--- src/hdl/crxh_pkg.sv ---
// Shared constants, the hash state type and helper functions for the string hash unit.
package crxh_pkg;

    localparam logic [31:0] INDEX_STEP  = 32'd314159;
    localparam logic [31:0] LENGTH_STEP = 32'd120343021;
    localparam logic [4:0]  ROT_STEP    = 5'd7;
    localparam logic [7:0]  UPPER_FIRST = 8'h41;
    localparam logic [7:0]  UPPER_LAST  = 8'h5A;
    localparam logic [7:0]  CASE_OFFSET = 8'h20;

    typedef struct packed {
        logic [31:0] accumulator;
        logic [31:0] index_term;
        logic [31:0] length_term;
        logic [4:0]  rotate_position;
    } hash_state_t;

    localparam hash_state_t STATE_RESET = '{
        accumulator:     32'd0,
        index_term:      INDEX_STEP,
        length_term:     LENGTH_STEP,
        rotate_position: 5'd0
    };

    // Rotate a 32-bit word left by a 5-bit amount.
    function automatic logic [31:0] rotl32(input logic [31:0] v, input logic [4:0] n);
        logic [63:0] dbl;
        dbl = {v, v} << n;
        return dbl[63:32];
    endfunction

    // Fold ASCII upper case letters to lower case; all other bytes pass unchanged.
    function automatic logic [7:0] fold_case(input logic [7:0] b);
        if (b >= UPPER_FIRST && b <= UPPER_LAST)
        begin
            return b + CASE_OFFSET;
        end
        return b;
    endfunction

endpackage

--- src/hdl/crxh_mix.sv ---
// Per-word hash datapath: next state and finished hash from the current state.
module crxh_mix
    import crxh_pkg::*;
(
    input  hash_state_t cur,
    input  logic [7:0]  data_byte,
    input  logic        no_byte,
    input  logic        last_item,
    output hash_state_t nxt,
    output logic [31:0] hash_value
);

    logic [7:0]  folded;
    hash_state_t stepped;

    always_comb
    begin
        folded  = fold_case(data_byte);
        stepped = cur;
        if (!no_byte)
        begin
            stepped.accumulator = cur.accumulator
                                ^ rotl32({24'd0, folded}, cur.rotate_position)
                                ^ rotl32(cur.index_term, folded[4:0]);
            stepped.index_term      = cur.index_term + INDEX_STEP;
            stepped.length_term     = cur.length_term + LENGTH_STEP;
            stepped.rotate_position = cur.rotate_position + ROT_STEP;
        end
        hash_value = stepped.accumulator ^ stepped.length_term;
        // A finished name leaves the state ready for the next one.
        nxt = last_item ? STATE_RESET : stepped;
    end

endmodule

--- src/hdl/case_folded_rotate_xor_string_hash_unit.sv ---
// Top level of the case-folded rotate-XOR string hash unit.
//
// The unit hashes a name that arrives one byte per input word. Letters A-Z are
// folded to lower case, and each byte mixes two rotated terms into a 32-bit
// accumulator. A word with last_item set closes the name and produces one output
// word holding the hash; all other words produce nothing. A word with no_byte set
// steps no state, so a lone no_byte word with last_item set yields the hash of the
// empty name. The unit accepts one word every clock cycle for as long as the output
// side keeps up; a word is held in an input register, the hash arithmetic (two
// barrel rotates, XORs and constant adds) runs between that register and the
// output register, and out_valid rises once the last word of a name has passed
// from the input register through the arithmetic into the output register.
// The output register lets a new word enter while a finished hash still waits to be
// taken; only a last word facing a still-stalled output register holds the input.
module case_folded_rotate_xor_string_hash_unit
    import crxh_pkg::*;
(
    input  logic        clk,
    input  logic        rst_n,
    input  logic        in_valid,
    output logic        in_stall,
    input  logic [7:0]  data_byte,
    input  logic        no_byte,
    input  logic        last_item,
    output logic        out_valid,
    input  logic        out_stall,
    output logic [31:0] hash_value
);

    // Input register.
    logic        s0_valid_reg;
    logic [7:0]  s0_byte_reg;
    logic        s0_no_byte_reg;
    logic        s0_last_reg;

    // Running hash state and output register.
    hash_state_t state_reg;
    hash_state_t state_next;
    logic [31:0] hash_next;
    logic        out_valid_reg;
    logic [31:0] hash_reg;

    logic        out_free;
    logic        advance;
    logic        accept;

    crxh_mix u_mix (
        .cur        (state_reg),
        .data_byte  (s0_byte_reg),
        .no_byte    (s0_no_byte_reg),
        .last_item  (s0_last_reg),
        .nxt        (state_next),
        .hash_value (hash_next)
    );

    // The output register can take a new hash when empty or being drained.
    assign out_free = !out_valid_reg || !out_stall;
    // A word in the input register is processed unless it needs the output and
    // the output register is still occupied.
    assign advance  = s0_valid_reg && (!s0_last_reg || out_free);
    assign in_stall = s0_valid_reg && !advance;
    assign accept   = in_valid && !in_stall;

    always_ff @(posedge clk or negedge rst_n)
    begin
        if (!rst_n)
        begin
            s0_valid_reg  <= 1'b0;
            out_valid_reg <= 1'b0;
            state_reg     <= STATE_RESET;
        end
        else
        begin
            if (accept)
            begin
                s0_valid_reg <= 1'b1;
            end
            else if (advance)
            begin
                s0_valid_reg <= 1'b0;
            end

            if (advance)
            begin
                state_reg <= state_next;
            end

            if (advance && s0_last_reg)
            begin
                out_valid_reg <= 1'b1;
            end
            else if (!out_stall)
            begin
                out_valid_reg <= 1'b0;
            end
        end
    end

    // Payload registers carry no reset.
    always_ff @(posedge clk)
    begin
        if (accept)
        begin
            s0_byte_reg    <= data_byte;
            s0_no_byte_reg <= no_byte;
            s0_last_reg    <= last_item;
        end
        if (advance && s0_last_reg)
        begin
            hash_reg <= hash_next;
        end
    end

    assign out_valid  = out_valid_reg;
    assign hash_value = hash_reg;

    // A closed name leaves the state at its start values.
    a_state_cleared: assert property (@(posedge clk) disable iff (!rst_n)
        (advance && s0_last_reg) |=>
            (state_reg.accumulator == 32'd0 && state_reg.index_term == INDEX_STEP
             && state_reg.length_term == LENGTH_STEP && state_reg.rotate_position == 5'd0))
        else $error("hash state not cleared after last word");

    // A byteless word inside a name leaves the state untouched.
    a_no_byte_hold: assert property (@(posedge clk) disable iff (!rst_n)
        (advance && s0_no_byte_reg && !s0_last_reg) |=> $stable(state_reg))
        else $error("byteless word changed the hash state");

    // A new hash only appears after a last word was processed.
    a_out_source: assert property (@(posedge clk) disable iff (!rst_n)
        $rose(out_valid_reg) |-> $past(advance && s0_last_reg))
        else $error("output word without a closing input word");

    // The input is only held back when the input register is full.
    a_stall_cause: assert property (@(posedge clk) disable iff (!rst_n)
        in_stall |-> (s0_valid_reg && s0_last_reg && out_valid_reg && out_stall))
        else $error("input stalled without a blocked last word");

endmodule

--- config.mk ---
export PLATFORM = sky130hd
export DESIGN_NAME = case_folded_rotate_xor_string_hash_unit
export DESIGN_NICKNAME = d
export VERILOG_FILES = /design/src/hdl/crxh_pkg.sv /design/src/hdl/crxh_mix.sv /design/src/hdl/case_folded_rotate_xor_string_hash_unit.sv
export SDC_FILE = /design/constraint.sdc
export NUM_CORES = 1
export LEC_CHECK = 0
export BUFFER_PORTS_ARGS = -buffer_cell sky130_fd_sc_hd__buf_4
export CAP_MARGIN = 25
export CORE_UTILIZATION = 60
export DETAILED_ROUTE_END_ITERATION = 10
export GPL_ROUTABILITY_DRIVEN = 0
export PLACE_DENSITY = 0.78
export SLEW_MARGIN = 20
export SYNTH_ARGS = -nofsm -noshare
export SYNTH_HDL_FRONTEND = slang
export SYNTH_SLANG_ARGS = --single-unit
--- constraint.sdc ---
create_clock -name clk -period 4.6 [get_ports clk]
set_input_delay 0.92 -clock clk [delete_from_list [all_inputs] [get_ports clk]]
set_output_delay 0.92 -clock clk [all_outputs]
set_load 0.005 [all_outputs]
==> results.json <==
{
  "ys_ff_latch": 145,
  "n_fill_cell": 1417,
  "fin_skew_ps": 9.69,
  "fp.dieH_um": 139,
  "netSwitchingFraction_pct": 39.9,
  "syn-num-nets": 1220,
  "critical-path-max-stage-delay_ps": 660,
  "holdWs_ps": 421,
  "core_um2": 18200,
  "grt_pass1_vias": 9581,
  "ys_types": 84,
  "fin_crit_sh_pct": 74.7,
  "cpLargestDelayFamily": "compound AO/OA/AOI/OAI gates",
  "synth-async-reset-ratio_pct": 71.0,
  "start_util_pct": 62.0,
  "grt_pass1_wl_um": 52800,
  "clk_pin_slew_ps": 60,
  "totalPowerFinal_mw": 6.92,
  "seqPwrFrac_pct": 34.2,
  "hpwl_um": 22600,
  "largest_reg_flops": 101,
  "hold_violations": 0,
  "synth_warnings": 0,
  "power_density_nw_per_um2": 557,
  "endpoint_kind": "flop",
  "antenna_left": 0,
  "maxCapViolCount": 0,
  "violations": "DRC",
  "yosysSeqAreaShare_pct": 34.3,
  "hp-class": "primary input to async pin",
  "fin_util_pct": 68.3,
  "final.setup.worst_slack_ps": 1160,
  "cp.required_ps": 4790,
  "grtUsageMet2_pct": 57.8,
  "dieArea_um2": 19400,
  "avgSynthCellArea_um2": 9.39,
  "route.detailed.drc": 3,
  "setup_violations": 0,
  "wl_um": 33100,
  "worstMarginPinSlew_ps": 883,
  "cts_root_buffer": "clkbuf_16",
  "nets": 1228,
  "p_sw_mw": 2.76,
  "port_buffers": 47,
  "die_w_um": 139,
  "gr-usage-met1_pct": 44.1,
  "use_met3_pct": 6.77,
  "final_layout_size_suffix_gt1_share_pct": 17.8,
  "timing.fmax_mhz": 291,
  "cellLeakagePower_nw": 4.93,
  "path_buf_inv": 0,
  "clock_latency_ps": 440,
  "startpoint_type": "flop",
  "synth-main-ff-cell": "dfrtp_1",
  "cts_sinks": 145,
  "grt_overflow": 0,
  "placed_cell_area_um2": 11800,
  "placedCellCount": 1420,
  "arrival_ps": 3620,
  "power.internal_mw": 4.16,
  "critical_path_class": "flop to flop",
  "slew_viol_final": 0,
  "place_ws_ps": 1180,
  "cts_tree": "yes",
  "via_per_inst": 6.97,
  "ir_worst_vdd_mv": 0.302,
  "postCtsSetupRepairBufs": 0,
  "synth_area_um2": 11300,
  "outcome": "finished with violations",
  "synthesis.instances": 1202,
  "ctsResizeCount": 0,
  "crit_chain": "or4_4 > o221ai_1 > nand3_1 > a21boi_0 > o311ai_0 > and4_1 > nor3_1 > xnor2_1",
  "grt_max_degree": 68,
  "cts_buffers": 17,
  "dr.first_iter.drc_count": 901,
  "antenna_found_initial": 0,
  "min_period_ps": 3440,
  "io_pins": 48,
  "layout.cells.non_filler": 1452,
  "crit_fanout": 13,
  "stdcell_area_um2": 12400,
  "first_pass_iters": 9,
  "hold_buffers": 0,
  "num_vias": 10100,
  "grt_usage_pct": 35.1,
  "area_growth_pct": 10.1,
  "max_slew_margin_pct": 41.1,
  "synth_edf_count": 42,
  "grt-busiest-layer": "met2",
  "cts_max_level": 4,
  "critPathSlowestCell": "o311ai_0",
  "clockPowerShare_pct": 22.1,
  "rows": 49,
  "rsz0062_at_grt": "false",
  "setup_tns_ps": 0,
  "wire_per_inst_um": 22.8,
  "antenna_cells": 0,
  "p_comb_share_pct": 43.7,
  "cts.path.max_buffers": 2
}
## cell families after synthesis
kind of cell	share of synthesized area (%)
and+or+nand+nor	15.7
AOI/OAI and AO/OA	17.8
DFF	34.3
muxes	16.6
buffers and inverters	3.79
adders and majority gates	0.443
xor gates and xnor gates	11.3
## power groups by stage
stage	clock network [mW]	registers [mW]	logic [mW]
2_1_floorplan	0	2.12	2.31
3_3_place_gp	0	2.34	2.85
3_5_place_dp	0	2.35	2.93
4_1_cts	1.54	2.34	2.97
5_1_grt	1.60	2.41	3.24
6_report	1.53	2.36	3.02
## final timing paths
kind / cells after the start / slack, ps / startpoint / end
max in group asynchronous: 2 / 3190 / rst_n / state_reg[44]
worst max-delay path: 8 / 1160 / s0_byte_reg[2] / hash_value[16]
worst min register to register: 1 / 510 / state_reg[72] / state_reg[72]
worst max register to register: 8 / 1160 / s0_byte_reg[2] / hash_value[16]
min in group clk: 1 / 510 / state_reg[72] / state_reg[72]
worst min-delay path: 1 / 420 / rst_n / state_reg[88]
## Yosys cell counts, types with 22 or more instances
cell type	n	area (um^2)
a21oi_1	54	270
a31oi_1	22	138
clkbuf_1	57	214
dfrtp_1	77	1930
dfstp_2	26	683
edfxtp_1	42	1260
mux2_2	32	360
mux2i_1	65	651
mux4_2	36	811
nand2_1	134	503
nand3_1	38	190
nor2_1	89	334
o21ai_0	97	485
o31ai_1	22	165
xnor2_1	81	709
xor2_1	34	298
## worst reg2reg max path, delay by kind of cell (launching register included)
kind	cells	cell delay, ps
AOI/OAI and AO/OA	3	1260
DFF	1	610
and+or+nand+nor	4	1160
xor gates and xnor gates	1	160
## area by class of cell
cell class / instances / area (um^2) / area share (%)
clock buffer: 18 / 439 / 3.53
clock inverter: 14 / 204 / 1.64
inverter: 22 / 82.6 / 0.664
multi-input combinational: 950 / 6990 / 56.2
sequential: 145 / 3870 / 31.1
tap: 229 / 287 / 2.31
timing repair buffer: 74 / 556 / 4.47
## routing by layer
layer  up-vias  wire length (um)  share of wire, %
met1      4910             12600                38
met2       612             15800                48
li1       4495                 -                 -
met4         0              1600               4.8
met3       107              3060               9.2
met5         -                 0                 0
## placed cells by master, fill, tap and decap left out, drive strengths merged, types with 9 or more instances in the layout
cell type | Yosys | final
o31ai | 22 | 22
dfrtp | 77 | 77
o211ai | 18 | 18
clkbuf | 57 | 18
nand2 | 134 | 134
a31oi | 22 | 22
nor2b | 10 | 10
mux2i | 65 | 65
nor2 | 89 | 89
edfxtp | 42 | 42
a21oi | 54 | 54
nor3 | 17 | 17
xor2 | 34 | 34
and2 | 9 | 9
clkinv | 5 | 12
mux2 | 32 | 32
xnor3 | 10 | 10
and3 | 13 | 13
or3 | 17 | 17
or4 | 10 | 10
inv | 17 | 19
dfstp | 26 | 26
buf | 28 | 74
xnor2 | 81 | 81
nand3 | 38 | 38
nor4 | 11 | 11
mux4 | 38 | 38
o21ai | 99 | 99
Note: power is estimated with default switching activity, not from simulation.
